$ cat src/design/wfpi_pkg.sv
// Shared types and constants for the wall-following PI controller.
package wfpi_pkg;

    // Phase codes reported with every result
    localparam logic [1:0] PHASE_WAIT     = 2'd0;
    localparam logic [1:0] PHASE_APPROACH = 2'd1;
    localparam logic [1:0] PHASE_FOLLOW   = 2'd2;
    localparam logic [1:0] PHASE_AVOID    = 2'd3;

    // Register indexes on the APB port
    localparam logic [1:0] REG_WALL_SETPOINT  = 2'd0;
    localparam logic [1:0] REG_SLOW_THRESHOLD = 2'd1;
    localparam logic [1:0] REG_GAIN_PROP      = 2'd2;
    localparam logic [1:0] REG_GAIN_INTEG     = 2'd3;

    localparam logic [15:0] WALL_SETPOINT_RST  = 16'd819;
    localparam logic [15:0] SLOW_THRESHOLD_RST = 16'd2048;

    // Q4.12 distance thresholds
    localparam logic [15:0] FRONT_NEAR  = 16'd1638;
    localparam logic [15:0] FRONT_CLEAR = 16'd2457;

    // Q0.12 speed commands
    localparam logic [11:0] SPEED_ZERO     = 12'd0;
    localparam logic [11:0] SPEED_APPROACH = 12'd2458;
    localparam logic [11:0] SPEED_SLOW     = 12'd205;
    localparam logic [11:0] SPEED_FAST     = 12'd287;
    localparam logic [11:0] SPEED_CRAWL    = 12'd1;

    // Turn rates, Q12 rad/s
    localparam logic signed [23:0] TURN_RATE = 24'sd64340;
    localparam logic signed [23:0] ANG_ZERO  = 24'sd0;
    localparam logic signed [23:0] ANG_MAX   = 24'sh7FFFFF;
    localparam logic signed [23:0] ANG_MIN   = 24'sh800000;

    // Divide by ten: n/10 = (n * RECIP_TEN) >> 35 for any 32-bit n
    localparam logic [31:0] RECIP_TEN       = 32'hCCCCCCCD;
    // Small divide by ten: x/10 = (x * RECIP_TEN_SMALL) >> 16 for x below 16384
    localparam logic [12:0] RECIP_TEN_SMALL = 13'd6554;

    typedef struct packed {
        logic [15:0] front_range;
        logic [15:0] right_range;
    } in_req_t;

    typedef struct packed {
        logic [11:0]        linear_speed;
        logic signed [23:0] angular_speed;
        logic [1:0]         phase;
    } out_req_t;

    typedef struct packed {
        logic [15:0]       wall_setpoint;
        logic [15:0]       slow_threshold;
        logic signed [7:0] gain_prop;
        logic signed [7:0] gain_integ;
    } cfg_t;

    // Request handed from the phase stage to the control-law pipeline
    typedef struct packed {
        logic [11:0]        linear_speed;
        logic [1:0]         phase;
        logic signed [16:0] err;
        logic signed [31:0] sum;
    } law_req_t;

endpackage

$ cat src/design/wfpi_regs.sv
// APB configuration registers of the wall-following controller.
module wfpi_regs
(
    input  logic              clk,
    input  logic              rst_n,
    input  logic              psel,
    input  logic              penable,
    input  logic              pwrite,
    input  logic [3:0]        paddr,
    input  logic [31:0]       pwdata,
    output logic [31:0]       prdata,
    output logic              pready,
    output wfpi_pkg::cfg_t    cfg
);

    wfpi_pkg::cfg_t cfg_reg;
    wfpi_pkg::cfg_t cfg_next;
    logic           wr_en;

    assign pready = 1'b1;
    assign wr_en  = psel && penable && pwrite;
    assign cfg    = cfg_reg;

    // Register write decode
    always_comb
    begin
        cfg_next = cfg_reg;
        if (wr_en)
        begin
            unique case (paddr[3:2])
                wfpi_pkg::REG_WALL_SETPOINT:  cfg_next.wall_setpoint  = pwdata[15:0];
                wfpi_pkg::REG_SLOW_THRESHOLD: cfg_next.slow_threshold = pwdata[15:0];
                wfpi_pkg::REG_GAIN_PROP:      cfg_next.gain_prop      = $signed(pwdata[7:0]);
                wfpi_pkg::REG_GAIN_INTEG:     cfg_next.gain_integ     = $signed(pwdata[7:0]);
            endcase
        end
    end

    always_ff @(posedge clk or negedge rst_n)
    begin
        if (!rst_n)
        begin
            cfg_reg.wall_setpoint  <= wfpi_pkg::WALL_SETPOINT_RST;
            cfg_reg.slow_threshold <= wfpi_pkg::SLOW_THRESHOLD_RST;
            cfg_reg.gain_prop      <= 8'sd0;
            cfg_reg.gain_integ     <= 8'sd0;
        end
        else
        begin
            cfg_reg <= cfg_next;
        end
    end

    // Read mux, gains sign-extended
    always_comb
    begin
        unique case (paddr[3:2])
            wfpi_pkg::REG_WALL_SETPOINT:  prdata = {16'd0, cfg_reg.wall_setpoint};
            wfpi_pkg::REG_SLOW_THRESHOLD: prdata = {16'd0, cfg_reg.slow_threshold};
            wfpi_pkg::REG_GAIN_PROP:      prdata = 32'(cfg_reg.gain_prop);
            wfpi_pkg::REG_GAIN_INTEG:     prdata = 32'(cfg_reg.gain_integ);
        endcase
    end

endmodule

$ cat config.mk
export PLATFORM = sky130hd
export DESIGN_NAME = wfpi_regs
export DESIGN_NICKNAME = d
export VERILOG_FILES = /design/src/design/wfpi_pkg.sv /design/src/design/wfpi_regs.sv
export SDC_FILE = /design/constraint.sdc
export NUM_CORES = 1
export LEC_CHECK = 0
export ABC_AREA = 1
export BUFFER_PORTS_ARGS = -buffer_cell sky130_fd_sc_hd__buf_2
export CORE_ASPECT_RATIO = 1.2
export CORE_MARGIN = 5
export CORE_UTILIZATION = 46
export DETAILED_ROUTE_END_ITERATION = 6
export PLACE_DENSITY = 0.76
export SYNTH_ARGS = -nofsm -noshare
export SYNTH_HDL_FRONTEND = slang
export SYNTH_SLANG_ARGS = --single-unit
$ cat constraint.sdc
create_clock -name clk -period 1.49 [get_ports clk]
set_input_delay 0 -clock clk [delete_from_list [all_inputs] [get_ports clk]]
set_output_delay 0 -clock clk [all_outputs]
set_load 0.02 [all_outputs]
# == After elaboration in Yosys (flattened, before gate mapping) ==
# Cells that the tools add are included.
# word_totals
regBits,48
latchBits,0
ram_bits,0
rom_bits,0
inputBits,41
output_inout_bits,81
word_cells,15
n_memories,0
# classes
n_addsub,0
mul,0
div_mod_pow,0
n_lt_le_gt_ge,0
n_eq_ne,3
n_shift,0
n_mux,1
n_bitwise,0
reduce_logical,7
# ops
cell,n
$pmux 32 s4,1
$reduce_and 2->1,4
$eq 2x2->1 const B,2
$eq 2x1->1 const B,1
$logic_and 1x1->1,2
$logic_not 2->1,1

# == Longest topological paths before layout ==
# Gate-level depths: netlist of the first run.
# depth
word_depth,3
mapped_depth,7
ltp_nobuf,6

# == Worst setup path after synthesis of the first run ==
# No wires, ideal clock.
# synth_timing
path_type,register to output
startpoint,"register cfg_reg, in the netlist cfg[15]"
endpoint,output prdata[17]
arrival_ps,1415
required_ps,1490
path_slack_ps,75
stages_incl_launch_ff,4
path_buffers,1
path_cell_list,dfrtp_1 nand3_1 nand2_1 buf_4
# synth_via
elab_chain_cells,1
# synth_rtl
item,line_no,source
start: declaration,wfpi_regs.sv:16,wfpi_pkg::cfg_t cfg_reg;
start signal: assignment,wfpi_regs.sv:50,cfg_reg <= cfg_next;
$pmux 32 s4,wfpi_regs.sv:57,unique case (paddr[3:2])
end: declaration,wfpi_regs.sv:11,"output logic [31:0] prdata,"
# Every way passes these cells.

# == Final worst setup path of the first run ==
# layout_timing
startpoint,"register cfg_reg, in the netlist cfg[7]"
endpoint,output prdata[14]
# The elaborated chain is that of the path after synthesis.

==> results.toml, run 1 <==
[cts]
clkLatencyLatePin_ps = 290
cts_sinks = 48
cts_tree = "yes"
ctsRootBufferMaster = "clkbuf_8"
clk_path_buf_depth = 2
htree_levels = 2
clk_pin_slew_ps = 90
cts_setup_buffers = 0
cts-buffers-inserted = 5

[floorplan]
die_area_um2 = 6940
placementRows = 29
start_util_pct = 46.9
dieWidth_um = 76.9
io_pins = 122
die_h_um = 90.3
coreArea_um2 = 5260

[setup_path]
worstPathRequired_ps = 1490
path_class = "flop to primary output"
ff2ff_setup_slack_ps = 760
cp-start-kind = "flop"
critPathArrivalTime_ps = 1310
worst_r2r_endpoint = "cfg[36]"
r2r_start = "cfg[36]"
endpoint_kind = "primary output"
r2r_cells = 2
crit_start = "cfg[7]"
crit_end = "prdata[14]"
path_max_fanout = 6

[sta]
fmax_mhz = 761
finalSetupTns_ps = 0
fin_crit_sh_pct = 88.2
rsz0062_at_grt = "no"
fin_crit_ps = 1310
finClkSkew_ps = 0
hold_slack_ps = 161
finalHoldViolCount = 0
setup_ws_ps = 176
finalMaxSlewViolations = 0
setup_viol = 0

[place]
io_buffer_count = 102
numPlacedInstances = 452
place_congestion = 0.823
post-place-ws_ps = 320
dpl-instance-area_um2 = 2920
dpl.hpwl_um = 5040

[global_route]
grtUsageMet2_pct = 33.9
grt_pass1_vias = 2323
grt_pass1_wl_um = 11900
grtUsageMet3_pct = 4.89
grt.busiest_layer = "met2"
gr-usage-met1_pct = 28.1
antenna_found_initial = 0
grt.total_usage_pct = 21.0
global_route.overflow_total = 0
grt_max_degree = 31

[finish]
fin_util_pct = 60.6
final_cell_mix = "164 x nand2_1, 102 x buf_2, 41 x dfrtp_1"
fillCellCount = 475
antenna_cells = 0
layout.nets = 455
area_growth_pct = 29.1
layout_commonest_cell = "nand2_1"
final_cells = 477
drive_above_1_share_pct = 34.0
largest_reg_flops = 48
multi_input_area_um2 = 1030
regArea_um2 = 1210
final_area_um2 = 3190

[routing]
drtIter0Drc = 133
vias = 2424
drt-total-wl_um = 7360
dr.pass1.iters = 4
wire_per_inst_um = 15.4
drc_errors = 0
antenna_left = 0
routed_via_density = 5.08

[power_and_ir_drop]
pwr-share-seq_pct = 43.8
power_density_nw_per_um2 = 1290
switchingPower_mw = 1.65
sw_frac_of_total_pct = 40.0
p_leak_nw = 1.86
p_int_mw = 2.47
ir_drop_v = 0.000887
p_clk_share_pct = 19.4
power.total_mw = 4.13
combinationalPowerShare_pct = 36.8

[synthesis]
synthCells = 307
ys_seq_area_share_pct = 49.0
syn-cell-area_um2 = 2470
yosys_warnings = 0
yosys_register_bits = 48
synth_nets = 348
synth_cell_types = 19
synth_area_per_cell_um2 = 8.04

[min_path]
hp-class = "input pin to flop"

[flow_run]
cap_violations = 0

[status]
outcome = "finished, final reports clean"
[routing by layer]
| metal | part of all wire [%] | vias to the layer above | routed length [um] |
|---|---|---|---|
| met5 | 0 | - | 0 |
| met1 | 40 | 1123 | 2960 |
| met4 | 1.1 | 0 | 78 |
| met3 | 9.5 | 8 | 701 |
| li1 | - | 1173 | - |
| met2 | 49 | 120 | 3620 |
[synthesized netlist by cell type]
library cell	instances	area [um2]
buf_4	17	128
buf_2	2	10.0
nor2_2	1	6.26
inv_2	1	3.75
nand3_4	1	17.5
dfrtp_1	41	1030
clkbuf_1	2	7.51
nor2_4	4	45.0
nand2_4	3	33.8
nand2_1	165	619
conb_1	1	3.75
nand2_2	2	12.5
nor2_8	1	20.0
inv_1	4	15.0
inv_6	1	8.76
nand3_1	32	160
nand4_1	16	100
buf_6	6	67.6
dfstp_2	7	184
[logic make-up after synthesis]
group	count (synthesis)	share of synthesized area, %
flops	48	49.0
buf+inv	33	9.73
simple gates	225	41.1
other cells	1	0.152
[layout make-up]
| class | instances | area share, % |
|---|---|---|
| multi-input combinational | 226 | 32.2 |
| inverter | 6 | 0.864 |
| timing repair buffer | 127 | 23.6 |
| sequential | 48 | 38.0 |
| tap | 62 | 2.43 |
| clock inverter | 2 | 0.314 |
| clock buffer | 6 | 2.59 |
[power by group through the flow]
stage	clock, mW	combinational (mW)	sequential [mW]
2_1_floorplan	0	0.645	2.14
6_report	0.799	1.52	1.81
3_3_place_gp	0	1.47	1.82
5_1_grt	0.874	1.65	1.84
3_5_place_dp	0	1.50	1.83
4_1_cts	0.831	1.54	1.80
[worst min-delay path by stage]
| stage | startpoint | endpoint | slack [ps] | cells past startpoint |
|---|---|---|---|---|
| 2_1_floorplan | rst_n | cfg[0] | -300 | 0 |
| 3_3_place_gp | rst_n | cfg[17] | -30 | 1 |
| 3_5_place_dp | rst_n | cfg[17] | -20 | 1 |
| 4_1_cts | penable | cfg[33] | 160 | 5 |
| 5_1_grt | penable | cfg[37] | 190 | 5 |
| 6_report | penable | cfg[37] | 160 | 5 |
[critical path, cell delays in order (launching register included)]
cell and delay (ps):
dfrtp_1 400, nand3_2 140, buf_4 210, nand4_1 100
buf_2 170
[timing repair]
item                                    CTS  global route
hold buffers                             17             0
endpoints found under the setup margin   16            17
gates resized for setup                   1             1
hold endpoints to repair                 66             0
(Power assumes the default switching activity.)
==> run 2, diff against run 1 <==
--- a/config.mk
+++ b/config.mk
@@ -9,9 +9,10 @@
 export BUFFER_PORTS_ARGS = -buffer_cell sky130_fd_sc_hd__buf_2
 export CORE_ASPECT_RATIO = 1.2
 export CORE_MARGIN = 5
-export CORE_UTILIZATION = 46
+export CORE_UTILIZATION = 47
+export CTS_BUF_LIST = sky130_fd_sc_hd__clkbuf_2
 export DETAILED_ROUTE_END_ITERATION = 6
-export PLACE_DENSITY = 0.76
+export PLACE_DENSITY = 0.78
 export SYNTH_ARGS = -nofsm -noshare
 export SYNTH_HDL_FRONTEND = slang
 export SYNTH_SLANG_ARGS = --single-unit
==> results.toml, run 2 (synthesized netlist as in run 1, its figures left out) <==
[routing]
vias = 2491
wire_per_inst_um = 15.3
drt-total-wl_um = 7440
drtIter0Drc = 171
drc_errors = 0
antenna_left = 0
routed_via_density = 5.11
dr.pass1.iters = 4

[sta]
finalHoldViolCount = 0
tightest_slew_ps = 535
fmax_mhz = 683
fin_crit_sh_pct = 98.3
relSlewSlack_pct = 64.3
finalMaxSlewViolations = 0
fin_crit_ps = 1460
setup_viol = 0
finalSetupTns_ps = 0
rsz0062_at_grt = "yes"
finClkSkew_ps = 0

[status]
outcome = "finished, final reports clean"

[cts]
clk_pin_slew_ps = 230
clkLatencyLatePin_ps = 430
htree_levels = 2
cts-buffers-inserted = 5
ctsRootBufferMaster = "clkbuf_2"
clk_path_buf_depth = 2
cts_tree = "yes"
cts_sinks = 48

[setup_path]
cp-start-kind = "input pin"
worstPathRequired_ps = 1870
critPathArrivalTime_ps = 1850
path_class = "input pin to flop"
endpoint_kind = "flop"
path_max_fanout = 16

[place]
dpl-instance-area_um2 = 2910
io_buffer_count = 102
place_congestion = 0.817
dpl.hpwl_um = 5050

[min_path]
hp-class = "input pin to asynchronous set/reset pin"

[power_and_ir_drop]
ir_drop_v = 0.000605
p_leak_nw = 1.89
power_density_nw_per_um2 = 1200

[finish]
antenna_cells = 0
drive_above_1_share_pct = 33.9
final_area_um2 = 3290
layout_commonest_cell = "nand2_1"
fin_util_pct = 63.4
layout.nets = 465
final_cell_mix = "164 x nand2_1, 94 x buf_2, 41 x dfrtp_1"
area_growth_pct = 33.2
largest_reg_flops = 48

[floorplan]
die_area_um2 = 6810
dieWidth_um = 76.2
placementRows = 29
coreArea_um2 = 5190
start_util_pct = 47.6
die_h_um = 89.4
io_pins = 122

[global_route]
grt_max_degree = 28
global_route.overflow_total = 0
grt_pass1_vias = 2438
grt.total_usage_pct = 22.3
antenna_found_initial = 0
grt_pass1_wl_um = 12100

[flow_run]
cap_violations = 0
==> run 2: report_power, final <==
group	total (mW)	switching (mW)	internal, mW
combinational	1.62	1.04	0.581
clock	0.516	0.403	0.113
sequential	1.81	0.216	1.60
==> run 2: metal layers <==
| layer | vias up | share of wire, % | GRT usage [%] |
|---|---|---|---|
| met5 | - | 0 | 0 |
| met2 | 106 | 51 | 39.4 |
| li1 | 1195 | - | - |
| met4 | 0 | 1.3 | 6.68 |
| met1 | 1180 | 40 | 27.4 |
| met3 | 10 | 7.8 | 5.44 |
==> run 2: area by class of cell <==
| class | instances | area [um2] |
|---|---|---|
| repair buffers | 137 | 886 |
| multi-input cells | 226 | 1050 |
| well taps | 62 | 77.6 |
| clock inverters | 2 | 7.51 |
| flip-flops and latches | 48 | 1210 |
| clock buffers | 6 | 30.0 |
| fillers | 454 | 1900 |
| inverters | 6 | 27.5 |
==> run 2: worst max-delay path, stage by stage <==
cell	delay (ps)
dlygate4sd3_1	540
buf_2	140
nand3_4	150
nor2_8	280
nand2_1	70
dlygate4sd3_1	570
nand2_1	90
==> run 2: final timing paths <==
kind | start | end | slack (ps) | cells after the start
worst max-delay path | penable | cfg[40] | 30 | 7
worst min-delay path | rst_n | cfg[39] | 50 | 2
worst max register to register | cfg[15] | cfg[15] | 590 | 4
worst min register to register | cfg[36] | cfg[36] | 490 | 2
max in group asynchronous | rst_n | cfg[27] | 830 | 3
min in group clk | pwrite | cfg[10] | 50 | 5
==> run 2: what timing repair did <==
| item | in CTS | in global routing |
|---|---|---|
| pin swaps | 0 | 3 |
| buffers inserted | 2 | 2 |
| hold endpoints to repair | 92 | 1 |
| endpoints found under the setup margin | 22 | 25 |
| gates resized for setup | 2 | 19 |
| hold buffers | 21 | 2 |
| gates cloned | 0 | 1 |
==> run 2: through the flow <==
stage          hold WS (ps)  total power [mW]  cells  worst slack, ps
6_report               45.9              3.95    487             25.5
5_1_grt                33.3              4.19    487            -59.8
4_1_cts                4.29              3.89    482             9.77
3_5_place_dp           10.7              3.33    451              169
3_3_place_gp         -0.855              3.29    451              210
2_1_floorplan          -296              2.79    307             75.0
