### src/design/wfpi_pkg.sv
// Shared types and constants for the wall-following PI controller.
package wfpi_pkg;

    // Phase codes reported with every result
    localparam logic [1:0] PHASE_WAIT     = 2'd0;
    localparam logic [1:0] PHASE_APPROACH = 2'd1;
    localparam logic [1:0] PHASE_FOLLOW   = 2'd2;
    localparam logic [1:0] PHASE_AVOID    = 2'd3;

    // Register indexes on the APB port
    localparam logic [1:0] REG_WALL_SETPOINT  = 2'd0;
    localparam logic [1:0] REG_SLOW_THRESHOLD = 2'd1;
    localparam logic [1:0] REG_GAIN_PROP      = 2'd2;
    localparam logic [1:0] REG_GAIN_INTEG     = 2'd3;

    localparam logic [15:0] WALL_SETPOINT_RST  = 16'd819;
    localparam logic [15:0] SLOW_THRESHOLD_RST = 16'd2048;

    // Q4.12 distance thresholds
    localparam logic [15:0] FRONT_NEAR  = 16'd1638;
    localparam logic [15:0] FRONT_CLEAR = 16'd2457;

    // Q0.12 speed commands
    localparam logic [11:0] SPEED_ZERO     = 12'd0;
    localparam logic [11:0] SPEED_APPROACH = 12'd2458;
    localparam logic [11:0] SPEED_SLOW     = 12'd205;
    localparam logic [11:0] SPEED_FAST     = 12'd287;
    localparam logic [11:0] SPEED_CRAWL    = 12'd1;

    // Turn rates, Q12 rad/s
    localparam logic signed [23:0] TURN_RATE = 24'sd64340;
    localparam logic signed [23:0] ANG_ZERO  = 24'sd0;
    localparam logic signed [23:0] ANG_MAX   = 24'sh7FFFFF;
    localparam logic signed [23:0] ANG_MIN   = 24'sh800000;

    // Divide by ten: n/10 = (n * RECIP_TEN) >> 35 for any 32-bit n
    localparam logic [31:0] RECIP_TEN       = 32'hCCCCCCCD;
    // Small divide by ten: x/10 = (x * RECIP_TEN_SMALL) >> 16 for x below 16384
    localparam logic [12:0] RECIP_TEN_SMALL = 13'd6554;

    typedef struct packed {
        logic [15:0] front_range;
        logic [15:0] right_range;
    } in_req_t;

    typedef struct packed {
        logic [11:0]        linear_speed;
        logic signed [23:0] angular_speed;
        logic [1:0]         phase;
    } out_req_t;

    typedef struct packed {
        logic [15:0]       wall_setpoint;
        logic [15:0]       slow_threshold;
        logic signed [7:0] gain_prop;
        logic signed [7:0] gain_integ;
    } cfg_t;

    // Request handed from the phase stage to the control-law pipeline
    typedef struct packed {
        logic [11:0]        linear_speed;
        logic [1:0]         phase;
        logic signed [16:0] err;
        logic signed [31:0] sum;
    } law_req_t;

endpackage

### src/design/wfpi_law.sv
// PI arithmetic pipeline: gain products, divide by ten, sum and saturate, result register.
module wfpi_law
(
    input  logic                clk,
    input  logic                rst_n,
    input  logic                req_valid,
    output logic                req_ready,
    input  wfpi_pkg::law_req_t  req,
    input  wfpi_pkg::cfg_t      cfg,
    output logic                out_valid,
    input  logic                out_stall,
    output wfpi_pkg::out_req_t  out_data
);

    // Stage valids and ready chain
    logic va_reg, vb_reg, vc_reg, vd_reg, vo_reg;
    logic rdy_a, rdy_b, rdy_c, rdy_d, rdy_o;

    assign rdy_o     = !vo_reg || !out_stall;
    assign rdy_d     = !vd_reg || rdy_o;
    assign rdy_c     = !vc_reg || rdy_d;
    assign rdy_b     = !vb_reg || rdy_c;
    assign rdy_a     = !va_reg || rdy_b;
    assign req_ready = rdy_a;
    assign out_valid = vo_reg;

    always_ff @(posedge clk or negedge rst_n)
    begin
        if (!rst_n)
        begin
            va_reg <= 1'b0;
            vb_reg <= 1'b0;
            vc_reg <= 1'b0;
            vd_reg <= 1'b0;
            vo_reg <= 1'b0;
        end
        else
        begin
            if (rdy_a) va_reg <= req_valid;
            if (rdy_b) vb_reg <= va_reg;
            if (rdy_c) vc_reg <= vb_reg;
            if (rdy_d) vd_reg <= vc_reg;
            if (rdy_o) vo_reg <= vd_reg;
        end
    end

    // Stage A: latched request
    wfpi_pkg::law_req_t a_reg;

    // A -> B: proportional product, |sum| and |sum|/10
    logic signed [24:0] prop_a;
    logic [31:0]        mag_a;
    logic [63:0]        recip_prod;
    logic [28:0]        quot_a;

    assign prop_a     = 25'(a_reg.err) * 25'(cfg.gain_prop);
    assign mag_a      = a_reg.sum[31] ? (~a_reg.sum + 32'd1) : a_reg.sum;
    assign recip_prod = {32'd0, mag_a} * {32'd0, wfpi_pkg::RECIP_TEN};
    assign quot_a     = recip_prod[63:35];

    logic [11:0]        b_lin_reg;
    logic [1:0]         b_phase_reg;
    logic signed [24:0] b_prop_reg;
    logic [31:0]        b_mag_reg;
    logic [28:0]        b_quot_reg;
    logic               b_neg_reg;

    // B -> C: remainder, quotient and remainder times |gain|
    logic [7:0]  kmag;
    logic [31:0] ten_q;
    logic [31:0] rem_wide;
    logic [3:0]  rem_b;
    logic [36:0] qk_b;
    logic [10:0] rk_b;

    assign kmag     = cfg.gain_integ[7] ? (~cfg.gain_integ + 8'd1) : cfg.gain_integ;
    assign ten_q    = {b_quot_reg, 3'b000} + {2'b00, b_quot_reg, 1'b0};
    assign rem_wide = b_mag_reg - ten_q;
    assign rem_b    = rem_wide[3:0];
    assign qk_b     = 37'(b_quot_reg) * 37'(kmag);
    assign rk_b     = 11'(rem_b) * 11'(kmag);

    logic [11:0]        c_lin_reg;
    logic [1:0]         c_phase_reg;
    logic signed [24:0] c_prop_reg;
    logic [36:0]        c_qk_reg;
    logic [10:0]        c_rk_reg;
    logic               c_neg_reg;

    // C -> D: remainder part over ten, integral magnitude
    logic [23:0] rk_prod;
    logic [36:0] integ_c;

    assign rk_prod = 24'(c_rk_reg) * 24'(wfpi_pkg::RECIP_TEN_SMALL);
    assign integ_c = c_qk_reg + 37'(rk_prod[23:16]);

    logic [11:0]        d_lin_reg;
    logic [1:0]         d_phase_reg;
    logic signed [24:0] d_prop_reg;
    logic [36:0]        d_integ_reg;
    logic               d_neg_reg;

    // D -> out: combine terms, saturate, select by phase
    logic signed [39:0] integ_s;
    logic signed [39:0] total;
    logic signed [23:0] ang_sat;
    logic signed [23:0] ang_d;

    assign integ_s = $signed({3'b000, d_integ_reg});
    assign total   = 40'(d_prop_reg) + (d_neg_reg ? -integ_s : integ_s);

    always_comb
    begin
        priority if (total > 40'(wfpi_pkg::ANG_MAX))
            ang_sat = wfpi_pkg::ANG_MAX;
        else if (total < 40'(wfpi_pkg::ANG_MIN))
            ang_sat = wfpi_pkg::ANG_MIN;
        else
            ang_sat = total[23:0];
    end

    always_comb
    begin
        unique case (d_phase_reg)
            wfpi_pkg::PHASE_WAIT:     ang_d = wfpi_pkg::ANG_ZERO;
            wfpi_pkg::PHASE_APPROACH: ang_d = wfpi_pkg::ANG_ZERO;
            wfpi_pkg::PHASE_FOLLOW:   ang_d = ang_sat;
            wfpi_pkg::PHASE_AVOID:    ang_d = wfpi_pkg::TURN_RATE;
        endcase
    end

    wfpi_pkg::out_req_t out_reg;
    assign out_data = out_reg;

    // Stage payloads
    always_ff @(posedge clk)
    begin
        if (rdy_a)
            a_reg <= req;
        if (rdy_b)
        begin
            b_lin_reg   <= a_reg.linear_speed;
            b_phase_reg <= a_reg.phase;
            b_prop_reg  <= prop_a;
            b_mag_reg   <= mag_a;
            b_quot_reg  <= quot_a;
            b_neg_reg   <= a_reg.sum[31];
        end
        if (rdy_c)
        begin
            c_lin_reg   <= b_lin_reg;
            c_phase_reg <= b_phase_reg;
            c_prop_reg  <= b_prop_reg;
            c_qk_reg    <= qk_b;
            c_rk_reg    <= rk_b;
            c_neg_reg   <= b_neg_reg ^ cfg.gain_integ[7];
        end
        if (rdy_d)
        begin
            d_lin_reg   <= c_lin_reg;
            d_phase_reg <= c_phase_reg;
            d_prop_reg  <= c_prop_reg;
            d_integ_reg <= integ_c;
            d_neg_reg   <= c_neg_reg;
        end
        if (rdy_o)
        begin
            out_reg.linear_speed  <= d_lin_reg;
            out_reg.angular_speed <= ang_d;
            out_reg.phase         <= d_phase_reg;
        end
    end

endmodule

### config.mk
export PLATFORM = sky130hd
export DESIGN_NAME = wfpi_law
export DESIGN_NICKNAME = d
export VERILOG_FILES = /design/src/design/wfpi_pkg.sv /design/src/design/wfpi_law.sv
export SDC_FILE = /design/constraint.sdc
export NUM_CORES = 2
export LEC_CHECK = 0
export CAP_MARGIN = 20
export CORE_AREA = 2 2 280 282
export CTS_BUF_LIST = sky130_fd_sc_hd__clkbuf_16
export DETAILED_ROUTE_END_ITERATION = 10
export DIE_AREA = 0 0 282 284
export DONT_BUFFER_PORTS = 1
export PLACE_DENSITY = 0.75
export SYNTH_ARGS = -nofsm -noshare
export SYNTH_HDL_FRONTEND = slang
export SYNTH_SLANG_ARGS = --single-unit
### constraint.sdc
create_clock -name clk -period 14.1 [get_ports clk]
set_clock_uncertainty 0.1 [all_clocks]
set_input_delay 4.23 -clock clk [delete_from_list [all_inputs] [get_ports clk]]
set_output_delay 4.23 -clock clk [all_outputs]
set_load 0.05 [all_outputs]
Word-level counts from Yosys, hierarchy flattened
Index checks and enable logic that the tools add are counted.
{ "word_totals": {"output_inout_bits": 40, "in_bits": 115, "ff_bits": 344} }
{ "op_classes": {"multipliers": 5, "n_bitwise": 3, "n_addsub": 7, "n_reduce_logical": 13, "mux": 6, "n_lt_le_gt_ge": 2, "n_eq_ne": 3} }
{ "op_table": {"columns": ["operator", "n"], "rows": [
  ["24-bit case mux with 3 select lines", 1],
  ["32-bit by 32-bit multiplier with 64-bit output, second input constant", 1],
  ["24-bit two-way mux", 2],
  ["25-bit by 40-bit adder with 40-bit output", 1],
  ["40-bit by 24-bit > comparator with 1-bit output, second input constant", 1],
  ["40-bit by 24-bit less-than comparator with 1-bit output, second input constant", 1],
  ["40-bit two-way mux", 1],
  ["37-bit negation with 40-bit output", 1],
  ["37-bit by 8-bit adder with 37-bit output", 1],
  ["29-bit by 8-bit multiplier with 37-bit output", 1],
  ["32-bit by 1-bit adder with 32-bit output, second input constant", 1],
  ["32-bit two-way mux", 1],
  ["32-bit inverter", 1],
  ["17-bit by 8-bit multiplier with 25-bit output", 1],
  ["11-bit by 12-bit multiplier with 23-bit output, second input constant", 1],
  ["4-bit by 8-bit multiplier with 11-bit output", 1],
  ["8-bit by 1-bit adder with 8-bit output, second input constant", 1],
  ["8-bit two-way mux", 1],
  ["8-bit inverter", 1],
  ["1-bit logical NOT", 6],
  ["1-bit logical OR", 5],
  ["4-bit adder", 1],
  ["2-bit equality test, second input constant", 2],
  ["4-bit subtractor", 1],
  ["other kinds (4)", 4]
]} }

Logic depth before layout (Yosys ltp)
{ "depth": {"word_depth": 7, "ltp_mapped": 34, "depth_no_buf": 34} }

Worst setup path before layout
Ideal clock, no wire load.
{ "synth_path": {"path_kind": "in2out", "start": "input out_stall", "end": "output req_ready", "path_stages": 2, "n_path_buf": 0, "t_arrival_ns": 6.616, "path_slack_ns": 3.154, "cell_sequence": "and3_1 > nand4_1"} }
{ "synth_between": {"elab_chain_cells": 6} }
{ "synth_rtl": {"columns": ["item", "line_no", "rtl"], "rows": [
  ["start: declaration", "wfpi_law.sv:11", "input logic out_stall,"],
  ["1-bit logical NOT", "wfpi_law.sv:19", "assign rdy_o = !vo_reg || !out_stall;"],
  ["1-bit logical OR", "wfpi_law.sv:19", null],
  ["1-bit logical OR", "wfpi_law.sv:20", "assign rdy_d = !vd_reg || rdy_o;"],
  ["1-bit logical OR", "wfpi_law.sv:21", "assign rdy_c = !vc_reg || rdy_d;"],
  ["1-bit logical OR", "wfpi_law.sv:22", "assign rdy_b = !vb_reg || rdy_c;"],
  ["1-bit logical OR", "wfpi_law.sv:23", "assign rdy_a = !va_reg || rdy_b;"],
  ["end: declaration", "wfpi_law.sv:7", "output logic req_ready,"]
]} }
No other way between the ends.

Worst setup path after layout
{ "layout_path": {"start": "register a_reg[7] (netlist name)", "end": "register b_quot_reg[26], data pin"} }
{ "layout_between": {"elab_chain_cells": 4} }
{ "layout_rtl": {"columns": ["item", "line_no", "rtl"], "rows": [
  ["start: declaration", "wfpi_law.sv:48", "wfpi_pkg::law_req_t a_reg;"],
  ["start signal: assignment", "wfpi_law.sv:139", "a_reg <= req;"],
  ["32-bit inverter", "wfpi_law.sv:57", "assign mag_a = a_reg.sum[31] ? (~a_reg.sum + 32'd1) : a_reg.sum;"],
  ["32-bit by 1-bit adder with 32-bit output", "wfpi_law.sv:57", null],
  ["32-bit two-way mux (*)", "wfpi_law.sv:57", null],
  ["32-bit by 32-bit multiplier with 64-bit output (*)", "wfpi_law.sv:58", "assign recip_prod = {32'd0, mag_a} * {32'd0, wfpi_pkg::RECIP_TEN};"],
  ["net recip_prod[61]", "wfpi_law.sv:53", "logic [63:0] recip_prod;"],
  ["end signal: assignment", "wfpi_law.sv:146", "b_quot_reg <= quot_a;"],
  ["end: declaration", "wfpi_law.sv:65", "logic [28:0] b_quot_reg;"]
]} }
The timed path passes the listed nets; every way through them passes the cells marked *.
A chain may end at the register's enable or synchronous reset.

==> impl_metrics.tcl <==
set metrics [dict create \
    status "finished clean" \
    synthCells 4372 \
    syn_area_per_cell_um2 10.5 \
    start_util_pct 59.8 \
    fin_tns_setup_ns 0 \
    area_delta_synth_final_pct 5.53 \
    ant_nets 0 \
    pre_cts_ws_ns 2.42 \
    yosys.area.top_type "fa_1" \
    async_reset_ff_share_pct 1.45 \
    final_nets 5777 \
    drc 0 \
    reg2reg_depth 32 \
    synth.distinct_cells 75 \
    synth_area_leaders "fa_1 31%, edfxtp_1 22%, ha_1 16%, inv_1 8.3%, xnor2_1 3.7%" \
    clock_path_buffers 3 \
    dieHeight_um 284 \
    htree_num_levels 2 \
    dp_hpwl_um 84800 \
    required_ns 14.34 \
    core_area_um2 77000 \
    die_area_um2 80100 \
    cts_buffers 39 \
    maxSlewViolCount 0 \
    clk-insertion-delay-late_ns 0.59 \
    viasPerCell 5.50 \
    period_share_pct 83.6 \
    dr_wl_met3_um 6740 \
    reg2reg_to "b_quot_reg[26]" \
    fill_cells 6074 \
    reg2reg_from "a_reg[7]" \
    end_kind "flip-flop" \
    drt_iter0_drc 2101 \
    hold_depth 0 \
    fmax_mhz 84.8 \
    antenna_found_initial 1 \
    clk_pin_slew_ns 0.07 \
    max_stage_delay_ns 0.91 \
    rows 102 \
    drt_pre_antenna_iters 5 \
    wl_per_cell_um 18.5 \
    overflow 0 \
    multi_input_area_um2 31700 \
    ctsHoldBuffers 0 \
    min_from "c_prop_reg[24]" \
    worstMarginPinSlew_ns 1.22 \
    final_common_cell "inv_1" \
    placed_area_um2 47300 \
    clock-sinks 344 \
    cts_resized 0 \
    synth_warnings 0 \
    cts_tree "built" \
    rrSetupSlack_ns 2.31 \
    hold_violations 0 \
    min_period_ns 11.79 \
    rsz0062_at_grt "no" \
    critPathLaunchType "flip-flop" \
    grt_start_max_net_pins 75 \
    worst_ep_arrival_time_ns 12.02 \
    vias 29900 \
    numPortBuffers 0 \
    grt_pass1_wl_um 166000 \
    wl_met1_um 42700 \
    cts_setup_buffers 0 \
    maxUsedRoutingLayer "met4" \
    relSlewSlack_pct 17.7 \
    finalInstanceArea_um2 48600 \
    most-common-layout-cells "1026 x inv_1, 721 x fa_1, 573 x ha_1" \
    drive_above_1_share_pct 2.52 \
    ff_latch_area_um2 10300 \
    synth.top_cell.area_share_pct 31.4 \
    fin_ws_ns 2.31 \
    grt_pass1_vias 31700 \
    wl_met2_um 47800 \
    root_buffer "clkbuf_16" \
    die_w_um 282 \
    largest_register_ffs 63 \
    syn_area_um2 46000 \
    crit_type "reg2reg" \
    gp_congestion 0.999 \
    synth_nets 5781 \
    num_io_pins 155 \
    worstPathMaxFanout 6 \
    synth_edf_count 339 \
    hp-class "reg2reg" \
    min_to "d_prop_reg[24]" \
    ys_seq_area_share_pct 22.4 \
    drv_cap 0 \
    wirelength_um 101000 \
    crit_slowest_cell "a2111oi_0" \
    yosys_register_bits 344 \
    synthFlopType "edfxtp_1" \
    worst_hold_slack_ns 0.297 \
    final-setup-viol-count 0 \
    critPathMostFrequentCell "fa_1" \
    grt_util_all_layers_pct 26.4 \
]
==> per-layer routing <==
metal	up-vias	GRT usage, %
li1	14000	-
met1	14900	36.0
met2	816	43.1
met3	187	4.92
met4	0	7.87
met5	-	0
==> worst max-delay path, delay by kind of cell, from the launching register on <==
kind | cells | cell delay (ns)
adder cells (fa/ha/maj) | 9 | 4.24
buffers and inverters | 4 | 0.30
AO/OA/AOI/OAI | 8 | 2.60
flip-flops | 1 | 0.52
XOR/XNOR | 2 | 0.72
AND/OR/NAND/NOR | 9 | 3.05
==> cell usage after synthesis, drive strengths merged (15+ instances only) <==
master  count
and2      193
nor3       37
ha        573
nor2b      26
a21o       60
nand3      50
or3        22
o31ai      24
nand4      29
o21ai     111
nand2     296
a21oi     134
o21a       15
xnor2     195
o21bai     28
a211oi     19
xor2       69
nor2      115
nand2b     52
and3       25
clkbuf     60
fa        721
a31oi      19
inv      1017
edfxtp    339
==> final cells by class <==
class | count | share of cell area (%)
timing repair buffer | 18 | 0.355
multi-input combinational | 2948 | 65.3
tap | 1040 | 2.68
sequential | 344 | 21.2
antenna | 1 | 0.00515
inverter | 1017 | 7.86
clock buffer | 39 | 2.01
clock inverter | 33 | 0.549
==> kinds of logic after synthesis <==
group	count (synthesis)	share of synthesized area (%)
adders and majority gates	1294	46.9
buffers and inverters	1080	8.81
and+or+nand+nor	898	9.91
AOI/OAI and AO/OA	491	6.92
DFF	344	22.4
xor gates and xnor gates	264	5.02
muxes	1	0.0217
==> metrics by stage <==
stage | instances | utilization (%)
final | 5440 | 63.1
after global routing | 5440 | 63.1
after CTS | 5437 | 63.1
after detailed placement | 5365 | 61.5
after global placement | 5365 | 61.5
after floorplan | 4372 | -
==> worst max-delay path by stage <==
| stage | startpoint | endpoint | slack, ns | cells past startpoint |
|---|---|---|---|---|
| after global placement | a_reg[7] | b_quot_reg[26] | 2.54 | 32 |
| after global routing | a_reg[7] | b_quot_reg[26] | 1.83 | 32 |
| after detailed placement | a_reg[7] | b_quot_reg[26] | 2.42 | 32 |
| final | a_reg[7] | b_quot_reg[26] | 2.31 | 32 |
| after floorplan | out_stall | req_ready | 3.15 | 2 |
| after CTS | a_reg[7] | b_quot_reg[26] | 2.44 | 32 |
Power is not shown: default switching activity piles up to over one toggle a cycle in this logic, so the estimate is an artifact.
