`config.mk`:
```
export PLATFORM = sky130hd
export DESIGN_NAME = wfpi_ctrl
export DESIGN_NICKNAME = d
export VERILOG_FILES = /design/src/design/wfpi_pkg.sv /design/src/design/wfpi_ctrl.sv
export SDC_FILE = /design/constraint.sdc
export NUM_CORES = 1
export LEC_CHECK = 0
export ABC_CLOCK_PERIOD_IN_PS = 12700
export BUFFER_PORTS_ARGS = -buffer_cell sky130_fd_sc_hd__buf_2
export CAP_MARGIN = 10
export CORE_MARGIN = 4
export CORE_UTILIZATION = 50
export DETAILED_ROUTE_END_ITERATION = 7
export PLACE_DENSITY = 0.73
export SLEW_MARGIN = 30
export SYNTH_ARGS = -nofsm -noshare
export SYNTH_HDL_FRONTEND = slang
export SYNTH_SLANG_ARGS = --single-unit
```
`constraint.sdc`:
```
create_clock -name clk -period 12.7 [get_ports clk]
set_input_delay 2.54 -clock clk [delete_from_list [all_inputs] [get_ports clk]]
set_output_delay 2.54 -clock clk [all_outputs]
set_load 0.1 [all_outputs]
```
`src/design/wfpi_pkg.sv`:
```
// Shared types and constants for the wall-following PI controller.
package wfpi_pkg;

    // Phase codes reported with every result
    localparam logic [1:0] PHASE_WAIT     = 2'd0;
    localparam logic [1:0] PHASE_APPROACH = 2'd1;
    localparam logic [1:0] PHASE_FOLLOW   = 2'd2;
    localparam logic [1:0] PHASE_AVOID    = 2'd3;

    // Register indexes on the APB port
    localparam logic [1:0] REG_WALL_SETPOINT  = 2'd0;
    localparam logic [1:0] REG_SLOW_THRESHOLD = 2'd1;
    localparam logic [1:0] REG_GAIN_PROP      = 2'd2;
    localparam logic [1:0] REG_GAIN_INTEG     = 2'd3;

    localparam logic [15:0] WALL_SETPOINT_RST  = 16'd819;
    localparam logic [15:0] SLOW_THRESHOLD_RST = 16'd2048;

    // Q4.12 distance thresholds
    localparam logic [15:0] FRONT_NEAR  = 16'd1638;
    localparam logic [15:0] FRONT_CLEAR = 16'd2457;

    // Q0.12 speed commands
    localparam logic [11:0] SPEED_ZERO     = 12'd0;
    localparam logic [11:0] SPEED_APPROACH = 12'd2458;
    localparam logic [11:0] SPEED_SLOW     = 12'd205;
    localparam logic [11:0] SPEED_FAST     = 12'd287;
    localparam logic [11:0] SPEED_CRAWL    = 12'd1;

    // Turn rates, Q12 rad/s
    localparam logic signed [23:0] TURN_RATE = 24'sd64340;
    localparam logic signed [23:0] ANG_ZERO  = 24'sd0;
    localparam logic signed [23:0] ANG_MAX   = 24'sh7FFFFF;
    localparam logic signed [23:0] ANG_MIN   = 24'sh800000;

    // Divide by ten: n/10 = (n * RECIP_TEN) >> 35 for any 32-bit n
    localparam logic [31:0] RECIP_TEN       = 32'hCCCCCCCD;
    // Small divide by ten: x/10 = (x * RECIP_TEN_SMALL) >> 16 for x below 16384
    localparam logic [12:0] RECIP_TEN_SMALL = 13'd6554;

    typedef struct packed {
        logic [15:0] front_range;
        logic [15:0] right_range;
    } in_req_t;

    typedef struct packed {
        logic [11:0]        linear_speed;
        logic signed [23:0] angular_speed;
        logic [1:0]         phase;
    } out_req_t;

    typedef struct packed {
        logic [15:0]       wall_setpoint;
        logic [15:0]       slow_threshold;
        logic signed [7:0] gain_prop;
        logic signed [7:0] gain_integ;
    } cfg_t;

    // Request handed from the phase stage to the control-law pipeline
    typedef struct packed {
        logic [11:0]        linear_speed;
        logic [1:0]         phase;
        logic signed [16:0] err;
        logic signed [31:0] sum;
    } law_req_t;

endpackage

```
`src/design/wfpi_ctrl.sv`:
```
// Input register, phase decision and controller state (startup count, flag, error sum).
module wfpi_ctrl
#(
    parameter logic [11:0] STARTUP_CNT = 12'd300
)
(
    input  logic                clk,
    input  logic                rst_n,
    input  logic                in_valid,
    output logic                in_stall,
    input  wfpi_pkg::in_req_t   in_data,
    input  wfpi_pkg::cfg_t      cfg,
    input  logic                law_ready,
    output logic                law_valid,
    output wfpi_pkg::law_req_t  law_req
);

    logic               valid_reg;
    logic               valid_next;
    wfpi_pkg::in_req_t  req_reg;
    logic               started_reg;
    logic               started_next;
    logic [11:0]        wait_count_reg;
    logic [11:0]        wait_count_next;
    logic signed [31:0] error_sum_reg;
    logic signed [31:0] error_sum_next;

    logic               fire;
    logic               accept;
    logic signed [16:0] err;
    logic signed [32:0] sum_wide;
    logic signed [31:0] sum_sat;

    assign in_stall  = valid_reg && !law_ready;
    assign accept    = in_valid && !in_stall;
    assign fire      = valid_reg && law_ready;
    assign law_valid = valid_reg;

    // Wall error and saturating integral
    assign err      = $signed({1'b0, cfg.wall_setpoint}) - $signed({1'b0, req_reg.right_range});
    assign sum_wide = 33'(error_sum_reg) + 33'(err);

    always_comb
    begin
        priority if (sum_wide[32] == sum_wide[31])
            sum_sat = sum_wide[31:0];
        else if (sum_wide[32])
            sum_sat = 32'sh80000000;
        else
            sum_sat = 32'sh7FFFFFFF;
    end

    // Phase decision and state update
    always_comb
    begin
        started_next         = started_reg;
        wait_count_next      = wait_count_reg;
        error_sum_next       = error_sum_reg;
        law_req.err          = err;
        law_req.sum          = sum_sat;
        law_req.linear_speed = wfpi_pkg::SPEED_ZERO;
        law_req.phase        = wfpi_pkg::PHASE_WAIT;

        priority if (!started_reg)
        begin
            priority if (wait_count_reg < STARTUP_CNT)
            begin
                wait_count_next = wait_count_reg + 12'd1;
            end
            else if (req_reg.front_range > wfpi_pkg::FRONT_NEAR)
            begin
                law_req.linear_speed = wfpi_pkg::SPEED_APPROACH;
                law_req.phase        = wfpi_pkg::PHASE_APPROACH;
            end
            else
            begin
                started_next  = 1'b1;
                law_req.phase = wfpi_pkg::PHASE_APPROACH;
            end
        end
        else if (req_reg.front_range > wfpi_pkg::FRONT_CLEAR)
        begin
            error_sum_next       = sum_sat;
            law_req.phase        = wfpi_pkg::PHASE_FOLLOW;
            law_req.linear_speed = (req_reg.front_range < cfg.slow_threshold) ?
                                   wfpi_pkg::SPEED_SLOW : wfpi_pkg::SPEED_FAST;
        end
        else
        begin
            error_sum_next       = 32'sd0;
            law_req.phase        = wfpi_pkg::PHASE_AVOID;
            law_req.linear_speed = wfpi_pkg::SPEED_CRAWL;
        end
    end

    always_comb
    begin
        valid_next = valid_reg;
        if (accept)
            valid_next = 1'b1;
        else if (fire)
            valid_next = 1'b0;
    end

    always_ff @(posedge clk or negedge rst_n)
    begin
        if (!rst_n)
        begin
            valid_reg      <= 1'b0;
            started_reg    <= 1'b0;
            wait_count_reg <= 12'd0;
            error_sum_reg  <= 32'sd0;
        end
        else
        begin
            valid_reg <= valid_next;
            if (fire)
            begin
                started_reg    <= started_next;
                wait_count_reg <= wait_count_next;
                error_sum_reg  <= error_sum_next;
            end
        end
    end

    // Request payload
    always_ff @(posedge clk)
    begin
        if (accept)
            req_reg <= in_data;
    end

endmodule

```
# After elaboration in Yosys (flattened, before gate mapping)
# Cells that the tools add are included.
# W data, S select, Z words.
[op_classes]
muxes = 13
n_eq_ne = 1
add_sub_neg = 3
n_bitwise = 1
reduce_logical = 8
n_lt_le_gt_ge = 4
div_mod_pow = 0
n_mul = 0
shift = 0
[op_table]
columns = ["op", "n"]
rows = [
  ["$mux W32", 3],
  ["$add A32 B17 Y33", 1],
  ["$mux W14", 2],
  ["$sub A16 B16 Y17", 1],
  ["$gt A16 B11 Y1 const B", 1],
  ["$gt A16 B12 Y1 const B", 1],
  ["$lt A16 B16 Y1", 1],
  ["$add A12 B1 Y12 const B", 1],
  ["$lt A12 B9 Y1 const B", 1],
  ["$mux W12", 1],
  ["$mux W11", 1],
  ["$mux W9", 1],
  ["$mux W1", 5],
  ["$logic_and A1 B1 Y1", 3],
  ["$reduce_and A3 Y1", 1],
  ["$logic_not A1 Y1", 2],
  ["$reduce_and A2 Y1", 1],
  ["$reduce_bool A2 Y1", 1],
  ["$eq A1 B1 Y1", 1],
  ["$not A1 Y1", 1],
]
[word_totals]
memories = 0
latch_bits = 0
ff_bits = 78
input_bits = 84
out_inout_bits = 65
mem_bits_ro = 0
ramBits = 0

# Depth between registers and ports, before layout
# Gate-level depths: netlist of the first run.
[depth]
word_depth = 5
ltp_mapped = 25
mapped_depth_nobuf = 22

# Least setup slack after synthesis of the first run
# No wires, ideal clock.
[synth_path]
path_type = "input-to-output"
from = "input cfg[32] (netlist bit)"
to = "output law_req[16] (netlist bit)"
t_arrival_ns = 10.660
path_slack_ns = -0.500
path_stages = 23
cell_sequence = "inv_1 -> ha_1 -> fa_1 -> nor2b_1 -> o21ai_0 -> a21oi_1 -> o211ai_1 -> a21oi_1 -> nor3_1 -> nor2_1 -> a221o_1 -> a21oi_1 -> ha_1 -> buf_6 -> a21o_1 -> a31o_1 -> a41o_1 -> a31oi_1 -> o211a_1 -> nand2_2 -> a31o_4 -> clkbuf_1 -> o21ai_0"
[synth_rtl]
columns = ["item", "line", "rtl"]
rows = [
  ["start: declaration", "wfpi_ctrl.sv:12", "input wfpi_pkg::cfg_t cfg,"],
  ["end: declaration", "wfpi_ctrl.sv:15", "output wfpi_pkg::law_req_t law_req"],
]

==> results.json, run 1 <==
{
  "outcome": "finished clean",
  "yosysUniqueCellTypes": 76,
  "antenna_found_initial": 0,
  "setup_viol": 0,
  "worstPathMaxFanout": 27,
  "pwr-share-seq_pct": 31.0,
  "grt.total_usage_pct": 20.8,
  "final_cell_mix": "buf_2, nand2_1, ha_1",
  "cts_resized": 0,
  "slew_violations": 0,
  "pwr-share-comb_pct": 44.2,
  "setup_tns_ns": 0,
  "syn_inst": 658,
  "routabilityCongestion": 0.964,
  "synth_area_um2": 6240,
  "h-tree-depth": 3,
  "cts_made_buffers": 9,
  "dp_hpwl_um": 11600,
  "p_clk_share_pct": 24.8,
  "fin_crit_sh_pct": 82.8,
  "power.internal_uw": 499,
  "endpoint_kind": "primary output",
  "clk_latency_ns": 0.35,
  "clock.fmax_ghz": 0.0951,
  "hold_class": "reg2reg",
  "crit_type": "in2out",
  "required_ns": 10.16,
  "min_period_ns": 10.52,
  "finClkSkew_ns": 0.00715,
  "synth_area_leader_cell": "dfrtp_1",
  "vias": 5267,
  "cts_max_path_buffers": 2,
  "synth_edf_count": 32,
  "finish.net_count": 922,
  "worst_pin_slew_ns": 0.695,
  "cp_slowest_cell": "a21oi_4",
  "wirelength_um": 14900,
  "detailedPlace.worstSlack_ns": 1.96,
  "clkSinkCount": 78,
  "start_util_pct": 51.5,
  "ys_seq_area_share_pct": 33.9,
  "dr.pass1.iters": 5,
  "p_sw_share_pct": 47.1,
  "diodes": 0,
  "p_sw_uw": 444,
  "drtIter0Drc": 239,
  "gr-total-overflow": 0,
  "maxCapViolCount": 0,
  "power-per-cell-area_nw_per_um2": 131,
  "slew_headroom_pct": 53.7,
  "yosys_register_bits": 78,
  "arrival_ns": 7.98,
  "ant_nets": 0,
  "cts_root_buf": "clkbuf_16",
  "cpPeakStageDelay_ns": 0.53,
  "n_fill_cell": 1082,
  "synth_top_area_share_pct": 18.5,
  "post_drt_wl_per_cell_um": 15.7,
  "clk_pin_slew_ns": 0.06,
  "routed_via_density": 5.58,
  "std_cell_rows": 40,
  "cts_tree": "yes",
  "yosysWarningCount": 0,
  "cts_setup_buffers": 0,
  "yosys_most_used_dff": "dfrtp_1",
  "die_area_um2": 14300,
  "grt_first_pass_wirelength_um": 24400,
  "grt_setup_unrepaired": "no",
  "final.setup.worst_slack_ns": 2.18,
  "grt_max_degree": 47,
  "netlist_top_cells_area": "dfrtp_1, edfxtp_1, ha_1, o211ai_2, o21ai_0",
  "cp-start-kind": "input port",
  "areaGrowthSynthToFinish_pct": 15.2,
  "die_x_um": 120,
  "drc": 0,
  "peakVddDrop_mv": 0.0904,
  "hold_violations": 0,
  "seqCellArea_um2": 2110,
  "multi_input_area_um2": 3730,
  "hold-worst-slack_ns": 0.430,
  "mostFrequentLayoutCell": "buf_2",
  "synth.avg_cell_area_um2": 9.48,
  "die_height_um": 120,
  "async_flop_share_pct": 59.0,
  "grt_pass1_vias": 5257,
  "coreArea_um2": 12100,
  "worstPathCellList": "buf_2 -> inv_1 -> ha_1 -> fa_1 -> nor2b_1 -> o21ai_0 -> a21oi_1 -> o211ai_1 -> a21oi_1 -> nor3_1 -> nor2_1 -> a221o_1 -> a21oi_4 -> ha_1 -> a21o_1 -> a31o_1 -> a41o_1 -> a31oi_1 -> o211a_1 -> nand2_2 -> a31o_4 -> o21ai_0 -> buf_2",
  "port_buffers": 129,
  "leakage_nw": 3.71,
  "io_pins": 149,
  "drive_above_1_share_pct": 25.6,
  "holdBufCountCts": 0
}
## metrics by stage
stage	area, um2	instances	util, %	total power [mW]
floorplan	6250	660	-	0.637
global placement	6910	928	57.1	0.703
detailed placement	6910	928	57.1	0.712
CTS	7180	944	59.3	0.948
global route	7190	944	59.3	0.986
finish	7190	944	59.3	0.943
## path summary, 6_finish.rpt
check                      slack [ns]                            from                        endpoint  cells past startpoint
max                              2.18                         cfg[32]                      law_req[9]                     23
min                              0.43  wait_count_reg[10]$_DFFE_PN0P_  wait_count_reg[10]$_DFFE_PN0P_                      0
max reg2reg                      6.41            req_reg[2]$_DFFE_PP_   error_sum_reg[10]$_DFFE_PN0P_                     23
min reg2reg                      0.43  wait_count_reg[10]$_DFFE_PN0P_  wait_count_reg[10]$_DFFE_PN0P_                      0
max in group asynchronous       10.09                           rst_n   error_sum_reg[11]$_DFFE_PN0P_                      1
min in group asynchronous        2.21                           rst_n   error_sum_reg[27]$_DFFE_PN0P_                      1
## cell type report
cell class                      count  share of cell area [%]
Tap cell                          168                    2.93
Inverter                           51                    2.66
Clock inverter                      6                   0.505
Multi-Input combinational cell    498                    51.9
Clock buffer                       10                    3.19
Sequential cell                    78                    29.4
Timing Repair Buffer              133                    9.44
## power by group through the flow
| stage | clock [mW] | sequential, mW | combinational [mW] |
|---|---|---|---|
| floorplan | 0 | 0.296 | 0.342 |
| global placement | 0 | 0.296 | 0.407 |
| detailed placement | 0 | 0.297 | 0.415 |
| CTS | 0.239 | 0.292 | 0.417 |
| global route | 0.253 | 0.294 | 0.439 |
| finish | 0.234 | 0.292 | 0.416 |
## Yosys cell counts, types with 3 or more instances
master	n
a31oi_1	5
nor2b_1	5
nor3_1	9
nand2_1	67
a21o_1	30
clkbuf_1	11
and2_1	4
a21oi_1	40
dfrtp_1	46
or2_1	3
buf_4	8
xor2_1	23
nor2_1	30
o21ai_1	3
o31ai_1	3
or3_1	3
inv_1	51
buf_6	5
buf_2	7
o211ai_2	27
xnor2_1	26
nand2b_1	5
nand4_1	7
a221o_1	4
and3_1	5
o21ai_0	51
ha_1	65
nand3_1	18
a211oi_1	4
edfxtp_1	32
o211ai_1	6
## kinds of logic (layout without fill, tap and decap cells)
logic type / after synthesis / count (layout) / synth area share, %
DFF: 78 / 78 / 33.9
adders and majority gates: 67 / 67 / 13.7
and+or+nand+nor: 170 / 170 / 13.1
AOI/OAI and AO/OA: 207 / 207 / 25.1
buffers and inverters: 84 / 200 / 6.64
xor gates and xnor gates: 50 / 50 / 7.32
muxes: 1 / 1 / 0.181
other: 1 / 3 / 0.0601
## worst max-delay path, delay by kind of cell
kind / cells / cell delay [ns]
buffers and inverters: 3 / 0.64
adder cells (fa/ha/maj): 3 / 0.81
AO/OA/AOI/OAI: 13 / 3.39
AND/OR/NAND/NOR: 4 / 0.61
## metal layers
layer	track usage [%]	part of all wire [%]	vias to the layer above
met5	0	0	-
met4	9.45	3.1	0
met3	4.38	5.6	35
met2	36.2	49	157
met1	24.6	42	2472
li1	-	-	2603
No activity file was read; power rests on OpenSTA's default activity.
==> inputs of run 2 (changes only) <==
--- a/config.mk
+++ b/config.mk
@@ -5,7 +5,7 @@
 export SDC_FILE = /design/constraint.sdc
 export NUM_CORES = 1
 export LEC_CHECK = 0
-export ABC_CLOCK_PERIOD_IN_PS = 12700
+export ABC_CLOCK_PERIOD_IN_PS = 9700
 export BUFFER_PORTS_ARGS = -buffer_cell sky130_fd_sc_hd__buf_2
 export CAP_MARGIN = 10
 export CORE_MARGIN = 4
==> constraint.sdc (replaced) <==
create_clock -name clk -period 9.7 [get_ports clk]
set_input_delay 1.94 -clock clk [delete_from_list [all_inputs] [get_ports clk]]
set_output_delay 1.94 -clock clk [all_outputs]
set_load 0.1 [all_outputs]
==> run 2 against run 1 <==
- flip-flop and latch count unchanged
- combinational power up 35%
- core utilization up 2.2 points
- worst hold slack improved by 0.012 ns
- wire length is 0.46% lower
- die area unchanged
- largest power group unchanged
==> results.json, run 2 (synthesis gave the netlist of run 1 again) <==
{
  "peakVddDrop_mv": 0.154,
  "grt_max_degree": 47,
  "slew_violations": 0,
  "port_buffers": 129,
  "drtIter0Drc": 291,
  "grt.total_usage_pct": 21.1,
  "final.setup.worst_slack_ns": 0.548,
  "power-per-cell-area_nw_per_um2": 180,
  "drc": 0,
  "detailedPlace.worstSlack_ns": 0.614,
  "gr-total-overflow": 0,
  "outcome": "finished clean",
  "endpoint_kind": "primary output",
  "dr.pass1.iters": 5,
  "cts_tree": "yes",
  "ant_nets": 0,
  "diodes": 0,
  "min_period_ns": 9.15,
  "hold-worst-slack_ns": 0.442,
  "slew_headroom_pct": 52.6,
  "std_cell_rows": 40,
  "clk_pin_slew_ns": 0.06,
  "reg2regPathDepth": 23,
  "setup_tns_ns": 0,
  "grt_setup_unrepaired": "no",
  "clock.fmax_ghz": 0.109,
  "required_ns": 7.76,
  "crit_start": "cfg[32]",
  "drive_above_1_share_pct": 30.3,
  "grt_first_pass_wirelength_um": 24600,
  "vias": 5223,
  "post_drt_wl_per_cell_um": 15.6,
  "arrival_ns": 7.21,
  "hold_class": "reg2reg",
  "worstPathMaxFanout": 27,
  "cts_made_buffers": 9,
  "areaGrowthSynthToFinish_pct": 19.4,
  "hold_violations": 0,
  "regToRegSetupSlack_ns": 3.58,
  "finClkSkew_ns": 0.00561,
  "cp-endpoint": "law_req[9]",
  "io_pins": 149,
  "n_fill_cell": 1059,
  "cts_resized": 0,
  "clkSinkCount": 78,
  "worstReg2RegStart": "req_reg[0]$_DFFE_PP_",
  "coreArea_um2": 12100,
  "dp_hpwl_um": 11400,
  "routabilityCongestion": 0.887,
  "finish.net_count": 925,
  "hold_path_depth": 0,
  "mostFrequentLayoutCell": "buf_2",
  "die_height_um": 120,
  "cts_setup_buffers": 0,
  "routed_via_density": 5.52,
  "worst_pin_slew_ns": 0.711,
  "maxCapViolCount": 0,
  "reg2reg_to": "error_sum_reg[9]$_DFFE_PN0P_",
  "h-tree-depth": 3,
  "fin_crit_sh_pct": 94.4,
  "clk_latency_ns": 0.35,
  "antenna_found_initial": 0,
  "die_x_um": 120,
  "setup_viol": 0,
  "crit_type": "in2out",
  "holdBufCountCts": 0,
  "final_cell_mix": "buf_2, nand2_1, ha_1",
  "cts_max_path_buffers": 2,
  "die_area_um2": 14300,
  "leakage_nw": 3.84,
  "cts_root_buf": "clkbuf_16",
  "cp-start-kind": "input port",
  "grt_pass1_vias": 5277,
  "start_util_pct": 51.5,
  "wirelength_um": 14800
}
==> run 2: worst min path at each step <==
stage                              startpoint                        endpoint
2_1_floorplan   error_sum_reg[24]$_DFFE_PN0P_   error_sum_reg[24]$_DFFE_PN0P_
3_3_place_gp   wait_count_reg[11]$_DFFE_PN0P_  wait_count_reg[11]$_DFFE_PN0P_
3_5_place_dp   wait_count_reg[11]$_DFFE_PN0P_  wait_count_reg[11]$_DFFE_PN0P_
4_1_cts        wait_count_reg[11]$_DFFE_PN0P_  wait_count_reg[11]$_DFFE_PN0P_
5_1_grt         wait_count_reg[9]$_DFFE_PN0P_   wait_count_reg[9]$_DFFE_PN0P_
6_report       wait_count_reg[11]$_DFFE_PN0P_  wait_count_reg[11]$_DFFE_PN0P_
==> run 2: critical path: stages <==
cell	delay [ns]
buf_2	0.09
inv_1	0.07
ha_1	0.17
fa_1	0.22
nor2b_1	0.06
o21ai_0	0.21
a21oi_1	0.14
o211ai_1	0.26
a21oi_1	0.14
nor3_1	0.29
nor2_1	0.14
a221o_1	0.38
a21oi_4	0.33
buf_4	0.27
ha_1	0.26
and2_1	0.23
nand3_1	0.12
nor2_1	0.24
and4_1	0.29
o31ai_4	0.10
and3_2	0.22
a31o_4	0.38
o21ai_2	0.22
buf_2	0.45
==> run 2: cell type report <==
cell class | instances | area (um2) | share of cell area (%)
Tap cell | 168 | 210 | 2.82
Multi-Input combinational cell | 498 | 3890 | 52.2
Inverter | 51 | 191 | 2.57
Sequential cell | 78 | 2110 | 28.4
Clock inverter | 7 | 120 | 1.61
Timing Repair Buffer | 136 | 701 | 9.41
Clock buffer | 9 | 225 | 3.02
==> run 2: per-stage QoR <==
| step | instance area, um2 | instances | power (mW) | utilization [%] |
|---|---|---|---|---|
| 5_1_grt | 7450 | 947 | 1.40 | 61.5 |
| 6_report | 7450 | 947 | 1.34 | 61.5 |
| 2_1_floorplan | 6400 | 660 | 0.852 | - |
| 3_5_place_dp | 7100 | 931 | 0.948 | 58.6 |
| 4_1_cts | 7450 | 947 | 1.35 | 61.5 |
| 3_3_place_gp | 7100 | 931 | 0.939 | 58.6 |
==> run 2: per-layer routing <==
metal  track usage, %  wire length [um]
met4             6.87               304
met5                0                 0
met3             6.31               930
met1             25.5              6370
met2             36.1              7180
==> run 2: power breakdown <==
| part | internal [mW] | total (mW) | leakage (nW) | switching [mW] |
|---|---|---|---|---|
| registers | 0.366 | 0.382 | 0.934 | 0.0166 |
| logic | 0.126 | 0.561 | 2.74 | 0.435 |
| clock network | 0.252 | 0.393 | 0.166 | 0.141 |
| total | 0.744 | 1.34 | 3.84 | 0.593 |
